### config.mk
export PLATFORM = sky130hd
export DESIGN_NAME = keypad_four_function_calculator
export DESIGN_NICKNAME = d
export VERILOG_FILES = /design/src/kfc_pkg.sv /design/src/keypad_four_function_calculator.sv /design/src/kfc_mdu.sv
export SDC_FILE = /design/constraint.sdc
export NUM_CORES = 1
export LEC_CHECK = 0
export ABC_AREA = 1
export BUFFER_PORTS_ARGS = -buffer_cell sky130_fd_sc_hd__buf_2
export CAP_MARGIN = 30
export CORE_ASPECT_RATIO = 0.8
export CORE_MARGIN = 2
export CORE_UTILIZATION = 43
export CTS_CLUSTER_DIAMETER = 40
export DETAILED_ROUTE_END_ITERATION = 6
export SLEW_MARGIN = 10
export SYNTH_ARGS = -nofsm -noshare
export SYNTH_HDL_FRONTEND = slang
export SYNTH_HIERARCHICAL = 1
export SYNTH_SLANG_ARGS = --single-unit
### constraint.sdc
create_clock -name clk_i -period 6.6 [get_ports clk_i]
set_clock_uncertainty 0.1 [all_clocks]
set_input_delay 0.66 -clock clk_i [delete_from_list [all_inputs] [get_ports clk_i]]
set_output_delay 0.66 -clock clk_i [all_outputs]
set_load 0.05 [all_outputs]
### src/kfc_pkg.sv
// ----------------------------------------------------------------------------
// kfc_pkg: shared types and constants of the keypad calculator
// Key codes, pending operation codes, controller states and the request
// struct that passes between the controller and the serial arithmetic unit.
// ----------------------------------------------------------------------------
package kfc_pkg;

  localparam int unsigned DATA_WIDTH_DEF = 32;
  localparam int unsigned OUT_WIDTH      = 32;
  localparam int unsigned FUNC_WIDTH     = 3;
  localparam int unsigned KEY_WIDTH      = 4;
  localparam int unsigned DEC_BASE       = 10;
  localparam int unsigned DIGIT_MAX      = 9;
  localparam int unsigned KEY_OP_MAX     = 3;

  // key kinds on func
  typedef enum logic [FUNC_WIDTH-1:0] {
    KEY_DIGIT = 3'd0,
    KEY_OPER  = 3'd1,
    KEY_CLEAR = 3'd2,
    KEY_BKSP  = 3'd3,
    KEY_ENTER = 3'd4
  } key_e;

  // pending operation
  typedef enum logic [2:0] {
    OP_NONE = 3'd0,
    OP_ADD  = 3'd1,
    OP_SUB  = 3'd2,
    OP_MUL  = 3'd3,
    OP_DIV  = 3'd4
  } op_e;

  // what to do with the serial unit's result
  typedef enum logic [1:0] {
    FIN_DIGIT = 2'd0,
    FIN_BKSP  = 2'd1,
    FIN_ENTER = 2'd2
  } fin_e;

  typedef enum logic {
    ST_IDLE = 1'b0,
    ST_BUSY = 1'b1
  } state_e;

  typedef struct packed {
    logic start;
    logic is_div;
  } mdu_req_t;

endpackage

### src/keypad_four_function_calculator.sv
// ----------------------------------------------------------------------------
// keypad_four_function_calculator: four-function keypad calculator
// Takes one key event per transaction and returns the display after it.
// ----------------------------------------------------------------------------
// Each accepted key transaction returns exactly one output transaction with
// the display value (sign-extended from DATA_WIDTH to 32 bits, or its low 32
// bits for wider data). Clear, operator, enter with add or subtract, enter
// with nothing pending, division by zero, a digit that starts a new number and
// ignored keys finish without the serial unit. Appending a digit (display
// times ten plus the digit), backspace (divide by ten) and enter with
// multiply or divide go through a bit-serial multiply/divide unit that
// handles one bit per cycle, and no new key is taken until it is done.
// One key is processed at a time; a new key is taken as soon as the previous
// result has been taken or is being taken in the same cycle.
module keypad_four_function_calculator #(
  parameter int unsigned DATA_WIDTH = kfc_pkg::DATA_WIDTH_DEF
) (
  input  logic                                clk_i,
  input  logic                                rst_ni,
  input  logic                                in_valid_i,
  output logic                                in_stall_o,
  input  logic [kfc_pkg::FUNC_WIDTH-1:0]      func_i,
  input  logic [kfc_pkg::KEY_WIDTH-1:0]       key_value_i,
  output logic                                out_valid_o,
  input  logic                                out_stall_i,
  output logic signed [kfc_pkg::OUT_WIDTH-1:0] display_value_o
);
  import kfc_pkg::*;

  // architectural state of the calculator
  logic [DATA_WIDTH-1:0] display_q, display_d;
  logic [DATA_WIDTH-1:0] first_q, first_d;
  op_e                   pending_q, pending_d;
  logic                  new_num_q, new_num_d;

  // control
  state_e                state_q, state_d;
  fin_e                  fin_q, fin_d;
  logic                  out_valid_q, out_valid_d;
  logic                  accept;

  // serial unit hookup
  mdu_req_t              mdu_req;
  logic [DATA_WIDTH-1:0] mdu_a, mdu_b, mdu_addend;
  logic                  mdu_done;
  logic [DATA_WIDTH-1:0] mdu_result;

  // The display register only changes on an accepted key or at the end of a
  // serial operation, and a key is only accepted once the output slot is free,
  // so the display can drive the output directly and stays put while the result is stalled.
  assign in_stall_o  = (state_q != ST_IDLE) || (out_valid_q && out_stall_i);
  assign accept      = in_valid_i && !in_stall_o;
  assign out_valid_o = out_valid_q;

  always_comb begin
    state_d     = state_q;
    fin_d       = fin_q;
    display_d   = display_q;
    first_d     = first_q;
    pending_d   = pending_q;
    new_num_d   = new_num_q;
    out_valid_d = out_valid_q && out_stall_i;
    mdu_req     = '0;
    mdu_a       = display_q;
    mdu_b       = DATA_WIDTH'(DEC_BASE);
    mdu_addend  = '0;

    case (state_q)
      ST_IDLE: begin
        if (accept) begin
          out_valid_d = 1'b1;
          case (key_e'(func_i))
            KEY_DIGIT: begin
              if (key_value_i <= KEY_WIDTH'(DIGIT_MAX)) begin
                if (new_num_q) begin
                  new_num_d = 1'b0;
                  display_d = DATA_WIDTH'(key_value_i);
                end else begin
                  // append: display * 10 + digit on the serial unit
                  mdu_req.start = 1'b1;
                  mdu_addend    = DATA_WIDTH'(key_value_i);
                  fin_d         = FIN_DIGIT;
                end
              end
            end
            KEY_OPER: begin
              if (key_value_i <= KEY_WIDTH'(KEY_OP_MAX)) begin
                pending_d = op_e'({1'b0, key_value_i[1:0]} + 3'd1);
                // a repeated operator only replaces the pending one
                if (!new_num_q) begin
                  new_num_d = 1'b1;
                  first_d   = display_q;
                end
              end
            end
            KEY_CLEAR: begin
              display_d = '0;
              new_num_d = 1'b1;
            end
            KEY_BKSP: begin
              // truncate toward zero: signed divide by ten
              mdu_req.start  = 1'b1;
              mdu_req.is_div = 1'b1;
              fin_d          = FIN_BKSP;
            end
            KEY_ENTER: begin
              mdu_a = first_q;
              mdu_b = display_q;
              case (pending_q)
                OP_ADD: begin
                  display_d = first_q + display_q;
                  first_d   = first_q + display_q;
                  pending_d = OP_NONE;
                  new_num_d = 1'b0;
                end
                OP_SUB: begin
                  display_d = first_q - display_q;
                  first_d   = first_q - display_q;
                  pending_d = OP_NONE;
                  new_num_d = 1'b0;
                end
                OP_MUL: begin
                  mdu_req.start = 1'b1;
                  fin_d         = FIN_ENTER;
                end
                OP_DIV: begin
                  if (display_q == '0) begin
                    // division by zero gives zero
                    display_d = '0;
                    first_d   = '0;
                    pending_d = OP_NONE;
                    new_num_d = 1'b0;
                  end else begin
                    mdu_req.start  = 1'b1;
                    mdu_req.is_div = 1'b1;
                    fin_d          = FIN_ENTER;
                  end
                end
                default: begin
                  // nothing pending: hold everything
                end
              endcase
            end
            default: begin
              // unused key kinds: drop
            end
          endcase
          if (mdu_req.start) begin
            out_valid_d = 1'b0;
            state_d     = ST_BUSY;
          end
        end
      end
      ST_BUSY: begin
        if (mdu_done) begin
          out_valid_d = 1'b1;
          state_d     = ST_IDLE;
          display_d   = mdu_result;
          case (fin_q)
            FIN_BKSP: begin
              new_num_d = (mdu_result == '0);
            end
            FIN_ENTER: begin
              first_d   = mdu_result;
              pending_d = OP_NONE;
              new_num_d = 1'b0;
            end
            default: begin
              // digit append leaves the new-number flag clear
            end
          endcase
        end
      end
      default: begin
        state_d = ST_IDLE;
      end
    endcase
  end

  always_ff @(posedge clk_i or negedge rst_ni) begin
    if (!rst_ni) begin
      state_q     <= ST_IDLE;
      out_valid_q <= 1'b0;
      display_q   <= '0;
      first_q     <= '0;
      pending_q   <= OP_NONE;
      new_num_q   <= 1'b1;
    end else begin
      state_q     <= state_d;
      out_valid_q <= out_valid_d;
      display_q   <= display_d;
      first_q     <= first_d;
      pending_q   <= pending_d;
      new_num_q   <= new_num_d;
    end
  end

  always_ff @(posedge clk_i) begin
    fin_q <= fin_d;
  end

  kfc_mdu #(
    .DATA_WIDTH(DATA_WIDTH)
  ) u_mdu (
    .clk_i   (clk_i),
    .rst_ni  (rst_ni),
    .req_i   (mdu_req),
    .opa_i   (mdu_a),
    .opb_i   (mdu_b),
    .addend_i(mdu_addend),
    .done_o  (mdu_done),
    .result_o(mdu_result)
  );

  // widen by sign extension, or keep the low 32 bits
  generate
    if (DATA_WIDTH >= OUT_WIDTH) begin : g_out_trunc
      assign display_value_o = $signed(display_q[OUT_WIDTH-1:0]);
    end else begin : g_out_sext
      assign display_value_o =
          $signed({{(OUT_WIDTH - DATA_WIDTH){display_q[DATA_WIDTH-1]}}, display_q});
    end
  endgenerate

endmodule

### src/kfc_mdu.sv
// ----------------------------------------------------------------------------
// kfc_mdu: bit-serial multiply / signed divide unit
// Shift-add multiply (low DATA_WIDTH bits, plus an addend) and restoring
// signed division truncating toward zero, one bit per cycle.
// ----------------------------------------------------------------------------
module kfc_mdu #(
  parameter int unsigned DATA_WIDTH = kfc_pkg::DATA_WIDTH_DEF
) (
  input  logic                  clk_i,
  input  logic                  rst_ni,
  input  kfc_pkg::mdu_req_t     req_i,
  input  logic [DATA_WIDTH-1:0] opa_i,
  input  logic [DATA_WIDTH-1:0] opb_i,
  input  logic [DATA_WIDTH-1:0] addend_i,
  output logic                  done_o,
  output logic [DATA_WIDTH-1:0] result_o
);
  import kfc_pkg::*;

  localparam int unsigned CNT_W = (DATA_WIDTH > 1) ? $clog2(DATA_WIDTH) : 1;

  logic                  run_q, run_d;
  logic                  done_q, done_d;
  logic                  div_q, div_d;
  logic                  neg_q, neg_d;
  logic [CNT_W-1:0]      cnt_q, cnt_d;
  logic [DATA_WIDTH-1:0] acc_q, acc_d;  // product / remainder
  logic [DATA_WIDTH-1:0] opb_q, opb_d;  // multiplicand / divisor
  logic [DATA_WIDTH-1:0] sh_q, sh_d;    // multiplier / dividend-quotient
  logic [DATA_WIDTH-1:0] a_mag, b_mag;
  logic [DATA_WIDTH:0]   trial;

  assign a_mag = opa_i[DATA_WIDTH-1] ? (~opa_i + 1'b1) : opa_i;
  assign b_mag = opb_i[DATA_WIDTH-1] ? (~opb_i + 1'b1) : opb_i;
  assign trial = {acc_q, sh_q[DATA_WIDTH-1]} - {1'b0, opb_q};

  always_comb begin
    run_d  = run_q;
    done_d = 1'b0;
    div_d  = div_q;
    neg_d  = neg_q;
    cnt_d  = cnt_q;
    acc_d  = acc_q;
    opb_d  = opb_q;
    sh_d   = sh_q;
    if (req_i.start) begin
      run_d = 1'b1;
      div_d = req_i.is_div;
      cnt_d = CNT_W'(DATA_WIDTH - 1);
      if (req_i.is_div) begin
        acc_d = '0;
        opb_d = b_mag;
        sh_d  = a_mag;
        neg_d = opa_i[DATA_WIDTH-1] ^ opb_i[DATA_WIDTH-1];
      end else begin
        acc_d = addend_i;
        opb_d = opa_i;
        sh_d  = opb_i;
        neg_d = 1'b0;
      end
    end else if (run_q) begin
      if (div_q) begin
        // restore when the trial subtraction goes negative
        if (!trial[DATA_WIDTH]) begin
          acc_d = trial[DATA_WIDTH-1:0];
        end else begin
          acc_d = {acc_q[DATA_WIDTH-2:0], sh_q[DATA_WIDTH-1]};
        end
        sh_d = {sh_q[DATA_WIDTH-2:0], ~trial[DATA_WIDTH]};
      end else begin
        if (sh_q[0]) begin
          acc_d = acc_q + opb_q;
        end
        opb_d = {opb_q[DATA_WIDTH-2:0], 1'b0};
        sh_d  = {1'b0, sh_q[DATA_WIDTH-1:1]};
      end
      cnt_d = cnt_q - 1'b1;
      if (cnt_q == '0) begin
        run_d  = 1'b0;
        done_d = 1'b1;
      end
    end
  end

  always_ff @(posedge clk_i or negedge rst_ni) begin
    if (!rst_ni) begin
      run_q  <= 1'b0;
      done_q <= 1'b0;
    end else begin
      run_q  <= run_d;
      done_q <= done_d;
    end
  end

  always_ff @(posedge clk_i) begin
    div_q <= div_d;
    neg_q <= neg_d;
    cnt_q <= cnt_d;
    acc_q <= acc_d;
    opb_q <= opb_d;
    sh_q  <= sh_d;
  end

  assign done_o   = done_q;
  assign result_o = !div_q ? acc_q : (neg_q ? (~sh_q + 1'b1) : sh_q);

endmodule
Yosys cells after proc, flatten, opt, wreduce, memory -nomap -nowiden

Index checks and enable logic that the tools add are counted.

Register bits: 177
Input bits: 11
Word-level logic and storage cells: 171

Add/sub/neg operators: 9
Order comparisons: 2
Equal/unequal tests: 29
Muxes and demuxes: 91
Bitwise operators: 6
Reductions and logical operators: 19

Operator list:

| operator                                                                 | count |
|---|---|
| 32-bit two-way mux                                                       | 38 |
| 32-bit case mux with 2 select lines                                      | 3 |
| 32-bit case mux with 3 select lines                                      | 2 |
| 32-bit by 1-bit adder with 32-bit output (second input constant)         | 3 |
| 32-bit inverter                                                          | 3 |
| 32-bit adder                                                             | 2 |
| 32-bit zero test                                                         | 2 |
| 33-bit by 32-bit subtractor with 33-bit output                           | 1 |
| 32-bit subtractor                                                        | 1 |
| 1-bit two-way mux                                                        | 22 |
| 7-bit AND reduction                                                      | 3 |
| 3-bit case mux with 2 select lines                                       | 3 |
| 8-bit AND reduction                                                      | 2 |
| 3-bit two-way mux                                                        | 5 |
| 3-bit inequality test (second input constant)                            | 5 |
| 1-bit case mux with 2 select lines                                       | 7 |
| 3-bit by 2-bit == test with 1-bit output (second input constant)         | 4 |
| 2-bit two-way mux                                                        | 6 |
| 3-bit by 1-bit inequality test with 1-bit output (second input constant) | 3 |
| 2-bit inequality test (second input constant)                            | 4 |
| 3-bit by 1-bit == test with 1-bit output (second input constant)         | 2 |
| 3-bit == test (second input constant)                                    | 2 |
| 2-bit case mux with 3 select lines                                       | 1 |
| 3-bit nonzero test                                                       | 2 |
| 26 further kinds                                                         | 30 |

Logic depth before layout (Yosys ltp)

Gate-level depths: netlist of the first run.

Word-level depth: 11
Mapped depth: 27

Modules after synthesis

The synthesis of the first run kept the hierarchy.

By module, submodules not included:

| module                          | times used | cells an instance | area each (um^2) | sequential area each (um^2) |
|---|---|---|---|---|
| kfc_mdu                         | 1          | 2105              | 12743.5          | 3093.0 |
| keypad_four_function_calculator | 1          | 1317              | 7593.5           | 1813.0 |

Worst setup path before layout of the first run

Ideal clock, no wire load.

Kind: flip-flop to flip-flop
Start: register display_q[0] (netlist: display_value_o[0])
End: register u_mdu.opb_q[0], enable pin
Data arrival time: 4.076 ns
Required time: 6.079 ns
Setup slack: 2.002 ns
Cell stages (with the launch flop): 16
Clock period less this slack: 4.598 ns
Cells stage by stage: dfrtp_1 > inv_1 > ha_1 > nand3_1 > inv_1 > nand2_1 > nor2_1 > nand2_1 > nand3_1 > and3_1 > nor2_1 > clkbuf_1 > nor2_1 > buf_2 > buf_1 > nor2_1

RTL lines:

| element                  | RTL line                               | text |
|---|---|---|
| start: declaration       | keypad_four_function_calculator.sv:31  | `logic [DATA_WIDTH-1:0] display_q, display_d;` |
| start signal: assignment | keypad_four_function_calculator.sv:191 | `display_q <= display_d;` |
| end signal: assignment   | kfc_mdu.sv:100                         | `opb_q <= opb_d;` |
| end: declaration         | kfc_mdu.sv:28                          | `logic [DATA_WIDTH-1:0] opb_q, opb_d;` |

==> metrics.csv, run 1 <==
metric;value;unit
status;complete, no violations;
drt-vias-per-instance;5.674;
async_flop_share;0.4068;
dr.first_iter.drc_count;3151;
cts_resized;0;
yosys_warnings;6;
numCtsBuffers;17;
syn_inst;3422;
grt.overflow.total;0;
globalplace.congestion;1.031;
n_fill_cell;4990;
rows;71;
dr_total_vias;23196;
rr_worst_depth;15;
max_freq;204.8;MHz
clock_sinks;177;
post-route-min-period;4.884;ns
tns;0;ns
htreeDepth;4;
synth_edf_count;100;
core_area;46820;um2
gr-usage-all-layers;0.3345;
num_io_pins;45;
ys_types;61;
worstPathRequired;6.65;ns
endpoint_kind;flop;
firstDrtPassIters;6;
start_kind;flop;
multi_input_area;13150;um2
finalSetupViolCount;0;
path_max_fanout;39;
endpoint;u_mdu/sh_q[31]$_DFFE_PP_;
grt_pass1_vias;20617;
synth_ff_type;edfxtp_1;
powerDensity;592.7;nW/um2
r2r-start;display_value_o[1]$_DFFE_PN0P_;
drt-total-wl;82.12;mm
hold_viol_final;0;
synth_seq_cells;177;
grt_max_degree;64;
die_w;247.1;um
hold_class;in2reg;
slew_violations;0;
syn_area_per_cell;5.943;um2
critPathArrivalTime;4.94;ns
netlist_area;20340;um2
dieArea;49060;um2
startpoint;display_value_o[1]$_DFFE_PN0P_;
antenna_left;0;
fin_nets;3570;
timing.rr.end;u_mdu/sh_q[31]$_DFFE_PP_;
antenna_found_initial;2;
grt_pass1_wl;123.6;mm
initial_core_util;0.4344;
synth_seq_area_share;0.2412;
area_growth;7.610;%
crit_type;reg2reg;
reg2reg_slack;1.72;ns
peakVddDrop;0.2985;mV
rsz0062_at_grt;no;
portBuffers;44;
relSlewSlack;0.2858;
clk_transition_reported_paths;0.07;ns
cts_buffer_depth;2;
cts_root_buf;clkbuf_16;
max-cap-violations;0;
wl_per_cell;20.09;um
cts_tree;done;
fp.dieH;198.5;um
dp_hpwl;65.91;mm
cellLeakagePower;0.01118;uW
drive_above_1_share;0.05596;
clk_latency;0.48;ns
worst_pin_slew;1.060;ns
timing.final.crit_share;0.7400;
remaining_drc_errors;0;
seq_area;4906;um2
finalPower;12970;uW
## timing repair
action	in CTS	in global routing
buffers inserted	0	0
hold buffers	1	0
hold endpoints to repair	20	0
## synthesized netlist by cell type (all sizes together) (2+ instances only)
cell,number,area [um2]
nor2,355,1394
edfxtp,100,3003
o22ai,26,162.7
nand4,22,150.1
fa,3,60.06
nand3b,21,157.7
o21ai,225,1134
and2,6,37.54
ha,102,1276
a31oi,6,37.54
xor2,72,630.6
a21o,5,37.54
o311ai,2,17.52
o2111ai,3,26.28
a22oi,7,52.55
nor3b,2,15.01
o211ai,17,147.6
clkbuf,54,202.7
a211oi,2,15.01
a21boi,2,15.01
or2,34,212.7
buf,39,231.5
o31ai,11,82.58
dfxtp,5,100.1
o21bai,10,75.07
nor3,51,285.3
o221ai,31,271.5
clkinv,4,15.01
and3,2,12.51
dfrtp,71,1777
o21a,5,37.54
nand2,1153,4363
nor4,14,87.58
xnor2,4,35.03
a21oi,164,824.5
inv,527,1978
nand3,259,1311
## worst max-delay path: stages, from the launching register on
cell	delay, ns
dfrtp_1	0.43
inv_1	0.24
ha_1	0.22
nand3_1	0.15
inv_1	0.08
nand2_1	0.08
nor2_1	0.42
nand2_1	0.23
nand3_1	0.14
and3_1	0.27
nor2_4	0.10
nand2_1	0.74
clkinv_1	0.49
buf_4	0.42
nand4_1	0.17
o311ai_0	0.24
## cells by family after synthesis
| logic type | share of synthesized area |
|---|---|
| AO/OA/AOI/OAI | 0.1457 |
| XOR/XNOR | 0.03273 |
| adder cells (fa/ha/maj) | 0.06571 |
| buffers and inverters | 0.1194 |
| flip-flops | 0.2412 |
| other | 0.0001844 |
| AND/OR/NAND/NOR | 0.3950 |
## cell usage in the layout, fill, tap and decap left out, types with 17 or more instances in the layout
master / instances
a21oi_1: 162
buf_2: 45
buf_4: 30
clkbuf_16: 18
conb_1: 28
dfrtp_1: 71
edfxtp_1: 100
ha_1: 102
inv_1: 511
inv_2: 17
nand2_1: 1141
nand3_1: 256
nand3b_1: 21
nand4_1: 20
nor2_1: 338
nor3_1: 45
o21ai_0: 184
o21ai_1: 38
o221ai_1: 31
o22ai_1: 26
or2_2: 21
xor2_1: 72
## metal layers
metal | global-route usage | part of all wire | routed length, um
met1 | 0.5088 | 0.46 | 37900
met2 | 0.4738 | 0.40 | 32780
met3 | 0.07205 | 0.12 | 9744
met4 | 0.07988 | 0.020 | 1683
met5 | 0 | 0.00016 | 13
## stage by stage
stage,cell area [um2],hold WS (ns),utilization,setup slack [ns],instances
3_5_place_dp,21290,0.4066,0.4548,1.900,4051
3_3_place_gp,21270,0.3853,0.4542,1.848,4049
6_report,21880,0.3595,0.4675,1.716,4088
4_1_cts,21850,0.3345,0.4667,2.025,4084
5_1_grt,21880,0.3543,0.4674,1.680,4087
2_1_floorplan,20440,0.2644,-,2.002,3449
## where the power goes
group / internal (uW) / switching [uW] / total [uW]
logic: 2890 / 6610 / 9500
registers: 1820 / 631 / 2450
clock network: 524 / 492 / 1020
total: 5240 / 7730 / 13000
## sequential cells by signal, summed over array words and instances, names as in the netlist
name,count
u_mdu/done_o,1
new_num_q,1
first_q,32
fin_q,2
u_mdu/run_q,1
u_mdu/acc_q,32
u_mdu/opb_q,32
pending_q,3
display_value_o,32
u_mdu/div_q,1
u_mdu/neg_q,1
u_mdu/cnt_q,5
u_mdu/sh_q,32
out_valid_o,1
state_q,1
## layout make-up
| cell class | instances | area share |
|---|---|---|
| diodes | 1 | 0.0001143 |
| clock buffers | 24 | 0.02253 |
| clock inverters | 8 | 0.002458 |
| inverters | 531 | 0.09108 |
| multi-input cells | 2648 | 0.6009 |
| flip-flops and latches | 177 | 0.2242 |
| well taps | 620 | 0.03545 |
| repair buffers | 79 | 0.02333 |
## how the worst min path moves through the flow
stage	start	to	slack, ns	cells after the start
after floorplan	rst_ni	display_value_o[0]$_DFFE_PN0P_	0.26	0
after global placement	u_mdu/cnt_q[1]$_SDFFE_PP1P_	u_mdu/cnt_q[1]$_SDFFE_PP1P_	0.39	2
after detailed placement	u_mdu/cnt_q[3]$_SDFFE_PP1P_	u_mdu/cnt_q[3]$_SDFFE_PP1P_	0.41	1
after CTS	in_valid_i	out_valid_o$_DFF_PN0_	0.33	3
after global routing	in_valid_i	out_valid_o$_DFF_PN0_	0.35	3
final	in_valid_i	out_valid_o$_DFF_PN0_	0.36	3
Power figures use the tool's default switching activity.
==> run 2: changes to the inputs <==
Settings changed: ABC_AREA 1 to 0.
Clock period 6.6 ns to 4.5 ns, I/O delays scaled along.
==> run 2 against run 1 <==
Synthesized area fell by 11%. Critical path depth unchanged. First-iteration DRC count decreased by 47%. Via count down 25%. Count of clock-buffer cells in the layout is 5 lower. Final area is 5.4% lower. Highest routed layer is now met4. Fmax is 12% higher. Setup slack got worse by 1.6 ns. Routed wire length decreased by 26%. Synthesized cell count shrank 34%. Non-clock buffer count rose by 110.
==> metrics.csv, run 2 <==
metric;value;unit
netlist_top_cells_count;nand2_1, nor2_1, a21oi_1;
start_kind;flop;
synth_seq_cells;177;
synth.area.top_cells;edfxtp_1, dfrtp_1, ha_1;
timing.rr.end;u_mdu/acc_q[4]$_DFFE_PP_;
endpoint_kind;flop;
layout_commonest_cell;nand2_1;
num_io_pins;45;
synth_top_area_cell;edfxtp_1;
crit_top_cell;buf_4;
hold_class;in2reg;
slew_violations;0;
critPathTopFamily;compound AO/OA/AOI/OAI gates;
n_fill_cell;4074;
portBuffers;44;
cp_cell_sequence;inv_1 -> ha_1 -> fa_1 -> nor2b_1 -> o211ai_1 -> a2111oi_2 -> buf_4 -> o2111ai_1 -> buf_4 -> a21bo_2 -> a221oi_4 -> buf_12 -> mux2_2 -> a211oi_1 -> a21oi_1;
grt_pass1_vias;16453;
reg2reg_slack;0.13;ns
dieArea;43890;um2
wl_per_cell;21.00;um
clk_latency;0.46;ns
cts_tree;done;
gr-usage-all-layers;0.2782;
worst_pin_slew;1.071;ns
cp_slowest_cell;fa_1;
drt-vias-per-instance;6.014;
remaining_drc_errors;0;
critPathArrivalTime;4.47;ns
core_area;41750;um2
async_flop_share;0.4068;
finalSetupViolCount;0;
timing.final.crit_share;0.9720;
place_ws;-0.2147;ns
worstPathRequired;4.60;ns
finalWorstSetupSlack;0.1260;ns
initial_core_util;0.4349;
globalplace.congestion;0.9264;
synth_top_area_share;0.1654;
htreeDepth;4;
netlist_area;18160;um2
drive_above_1_share;0.1522;
yosys_warnings;6;
holdPathStages;3;
grt.overflow.total;0;
fin_nets;2461;
rr_worst_depth;15;
status;complete, no violations;
antenna_left;0;
syn_inst;2243;
whs_endpoint;out_valid_o$_DFF_PN0_;
mostFrequentLayoutCells;nand2_1, nor2_1, a21oi_1;
synth_ff_type;edfxtp_1;
clk_transition_reported_paths;0.07;ns
grt_max_degree;77;
numCtsBuffers;17;
cts_buffer_depth;2;
die_w;233.7;um
post-route-min-period;4.374;ns
min_from;out_stall_i;
firstDrtPassIters;6;
yosysMostFrequentCell;nand2_1;
dp_hpwl;47.64;mm
slowest_delay;0.48;ns
cts_root_buf;clkbuf_16;
synth_edf_count;100;
synth_seq_area_share;0.2702;
rows;67;
max_freq;228.6;MHz
syn_area_per_cell;8.095;um2
ys_types;90;
drt-total-wl;61.11;mm
dr_total_vias;17502;
dr.first_iter.drc_count;1673;
hold_viol_final;0;
placed_area;19840;um2
path_max_fanout;15;
multi_input_area;12750;um2
antenna_found_initial;0;
clock_sinks;177;
crit_buf_inv;4;
r2r-start;u_mdu/sh_q[31]$_DFFE_PP_;
grt_pass1_wl;95.19;mm
stdcell_area;20700;um2
fp.dieH;187.8;um
seq_area;4910;um2
crit_type;reg2reg;
diodes;0;
area_growth;14.04;%
max-cap-violations;0;
relSlewSlack;0.2787;
==> run 2: cell types whose count changed after synthesis, sizes merged, moves of 33 or more <==
cell	previous run	this run
xor2	72	118
o21ai	225	162
a21o	5	46
mux2i	0	55
mux2	0	49
nand3	259	38
nand2	1153	231
and2	6	41
clkbuf	54	102
xnor2	4	81
nor2	355	195
a31oi	6	40
inv	527	83
o211ai	17	50
==> run 2: what timing repair did <==
| action | 4_1_cts | 5_1_grt |
|---|---|---|
| endpoints found under the setup margin | 10 | 34 |
| hold endpoints to repair | 50 | 0 |
| cloned | 0 | 0 |
| buffers inserted | 0 | 7 |
| pin swaps | 1 | 19 |
| gates resized for setup | 4 | 47 |
| hold buffers | 1 | 0 |
==> run 2: per-layer routing <==
| layer | GRT usage | up-vias | routed length, um |
|---|---|---|---|
| li1 | - | 8404 | - |
| met1 | 0.4207 | 8469 | 29890 |
| met2 | 0.4115 | 567 | 26190 |
| met3 | 0.04227 | 62 | 3868 |
| met4 | 0.06719 | 0 | 1164 |
| met5 | 0 | - | 0 |
==> run 2: worst max path at each step <==
stage,startpoint,to,cells past startpoint
after floorplan,func_i[1],u_mdu/sh_q[25]$_DFFE_PP_,16
after global placement,display_value_o[0]$_DFFE_PN0P_,first_q[28]$_DFFE_PN0P_,16
after detailed placement,display_value_o[0]$_DFFE_PN0P_,first_q[28]$_DFFE_PN0P_,15
after CTS,display_value_o[0]$_DFFE_PN0P_,first_q[27]$_DFFE_PN0P_,17
after global routing,display_value_o[0]$_DFFE_PN0P_,first_q[25]$_DFFE_PN0P_,15
final,u_mdu/sh_q[31]$_DFFE_PP_,u_mdu/acc_q[4]$_DFFE_PP_,15
==> run 2: final cells by class <==
cell class / instances / share of cell area
well taps: 552 / 0.03336
clock buffers: 19 / 0.02091
flip-flops and latches: 177 / 0.2371
inverters: 83 / 0.01505
multi-input cells: 1877 / 0.6157
clock inverters: 13 / 0.006526
repair buffers: 189 / 0.07131
==> run 2: cells by family after synthesis <==
group | count (synthesis) | share of synthesized area
AOI/OAI and AO/OA | 701 | 0.2517
and+or+nand+nor | 740 | 0.1985
DFF | 177 | 0.2702
other | 1 | 0.0002065
xor gates and xnor gates | 199 | 0.09600
muxes | 104 | 0.06092
adders and majority gates | 105 | 0.07360
buffers and inverters | 216 | 0.04886
==> run 2: worst min-delay path: cells and delay by family <==
family | cells | cell delay (ns)
buffers and inverters | 1 | 0.07
and+or+nand+nor | 2 | 0.15
==> run 2: stage by stage <==
stage               cells  TNS (ns)  hold WS (ns)  utilization
CTS                  2903         0        0.1557       0.4895
floorplan            2270         0       0.05441            -
global route         2910   -0.2342        0.1837       0.4960
detailed placement   2870   -0.5852        0.4085       0.4753
global placement     2870   -0.2025        0.3803       0.4753
finish               2910         0        0.1609       0.4960
Power of run 2 is not shown: default switching activity piles up to over one toggle a cycle in this logic, so the estimate is an artifact.
==> run 3: changes to the inputs <==
Settings changed: ABC_AREA 0 to 1.
==> run 3 against run 2 <==
Non-clock buffer count decreased by 89. Global-route usage rose by 7.4 points. Setup slack gained 0.23 ns. Via count increased by 32%. First-iteration DRC count grew 60%. Critical path depth grew 9. Sequential share of layout area is 1.5 points lower. Final area grew 6.9%. Count of clock-buffer cells in the layout down 1. Critical path type unchanged. Largest cell class unchanged.
==> metrics.csv, run 3 (synthesis gave the netlist of run 1 again) <==
metric;value;unit
reg2reg_slack;0.36;ns
powerDensity;878.8;nW/um2
relSlewSlack;0.3182;
remaining_drc_errors;0;
grt_pass1_wl;129.0;mm
rows;71;
max_freq;241.4;MHz
slew_violations;0;
max-cap-violations;0;
hold_viol_final;0;
cellLeakagePower;0.01132;uW
cts_tree;done;
cts_root_buf;clkbuf_16;
post-route-min-period;4.142;ns
grt_max_degree;56;
tns;0;ns
gr-usage-all-layers;0.3527;
drt-vias-per-instance;5.618;
critPathArrivalTime;4.40;ns
drt-total-wl;86.24;mm
clock_sinks;177;
place_ws;0.1597;ns
diodes;0;
cp_cell_sequence;inv_1 -> ha_1 -> nand3_1 -> nor2_1 -> nand3_1 -> nor2_2 -> nand2_1 -> nor2_1 -> nand2_1 -> nand2_1 -> o21ai_0 -> xor2_1 -> ha_1 -> nand2_1 -> nor2_1 -> nand2_1 -> nor2_1 -> nor2_1 -> nand2_1 -> nand2_1 -> nand3_1 -> nand3_1 -> nand2_1 -> inv_1;
hold_class;in2reg;
drive_above_1_share;0.06307;
fp.dieH;198.5;um
die_w;247.1;um
mostFrequentLayoutCells;nand2_1, inv_1, nor2_1;
num_io_pins;45;
r2r-start;display_value_o[1]$_DFFE_PN0P_;
htreeDepth;4;
dr.first_iter.drc_count;2685;
globalplace.congestion;0.9885;
rr_worst_depth;24;
finalWorstSetupSlack;0.3580;ns
start_kind;flop;
numCtsBuffers;17;
path_max_fanout;6;
cp_slowest_cell;dfrtp_1;
postCtsSetupBuffers;0;
wl_per_cell;20.99;um
timing.rr.end;first_q[29]$_DFFE_PN0P_;
crit_type;reg2reg;
whs_endpoint;out_valid_o$_DFF_PN0_;
finalPower;19450;uW
worst_pin_slew;1.022;ns
antenna_found_initial;0;
dp_hpwl;70.48;mm
endpoint_kind;flop;
grt_pass1_vias;20934;
finalSetupViolCount;0;
clk_transition_reported_paths;0.08;ns
rsz0062_at_grt;no;
antenna_left;0;
layout_commonest_cell;nand2_1;
min_from;in_valid_i;
firstDrtPassIters;6;
crit_top_cell;nand2_1;
dieArea;49060;um2
clk_latency;0.48;ns
core_area;46820;um2
slowest_delay;0.41;ns
area_growth;8.816;%
worstPathRequired;4.76;ns
initial_core_util;0.4344;
peakVddDrop;0.4184;mV
cts_buffer_depth;2;
status;complete, no violations;
portBuffers;44;
dr_total_vias;23078;
fin_nets;3591;
critPathTopFamily;simple AND/OR/NAND/NOR gates;
grt.overflow.total;0;
holdPathStages;3;
timing.final.crit_share;0.9204;
crit_buf_inv;2;
-- run 3: per-layer routing --
layer / vias up / GRT usage / wire [um]
met2: 1135 / 0.4835 / 32850
met4: 0 / 0.07876 / 1785
met5: - / 0 / 0
met1: 10714 / 0.5335 / 41450
met3: 114 / 0.1043 / 10150
li1: 11115 / - / -
-- run 3: report_power, final --
part	switching [uW]	internal, uW	total (uW)
registers	904	2670	3570
clock network	759	803	1560
logic	9960	4350	14300
-- run 3: through the flow --
stage | instances | hold slack [ns] | util | cell area (um2)
after floorplan | 3449 | 0.05441 | - | 20440
after global placement | 4073 | 0.2364 | 0.4597 | 21520
after detailed placement | 4075 | 0.2365 | 0.4600 | 21530
after CTS | 4108 | 0.1269 | 0.4725 | 22120
after global routing | 4108 | 0.1536 | 0.4727 | 22130
final | 4108 | 0.1444 | 0.4727 | 22130
-- run 3: worst max-delay path by stage --
stage / from / to / cells after the start
3_3_place_gp: display_value_o[1]$_DFFE_PN0P_ / display_value_o[24]$_DFFE_PN0P_ / 21
4_1_cts: display_value_o[1]$_DFFE_PN0P_ / display_value_o[24]$_DFFE_PN0P_ / 21
2_1_floorplan: display_value_o[0]$_DFFE_PN0P_ / u_mdu/acc_q[0]$_DFFE_PP_ / 13
3_5_place_dp: display_value_o[1]$_DFFE_PN0P_ / display_value_o[24]$_DFFE_PN0P_ / 21
5_1_grt: display_value_o[1]$_DFFE_PN0P_ / display_value_o[24]$_DFFE_PN0P_ / 21
6_report: display_value_o[1]$_DFFE_PN0P_ / first_q[29]$_DFFE_PN0P_ / 24
-- run 3: layout make-up --
class,instances,area [um2]
Fill cell,5067,24690
Inverter,531,1993
Timing Repair Buffer,100,718.2
Sequential cell,177,4906
Clock inverter,14,126.4
Clock buffer,18,450.4
Tap cell,620,775.7
Multi-Input combinational cell,2648,13160
-- run 3: timing repair --
item,in CTS,in global routing
endpoints found under the hold margin,17,0
hold buffers,1,0
endpoints found under the setup margin,0,5
gates resized for setup,0,3
-- run 3: worst min-delay path, cell delays in order --
cell and delay, ns:
buf_2 0.10, nand2_1 0.05, a22oi_1 0.06
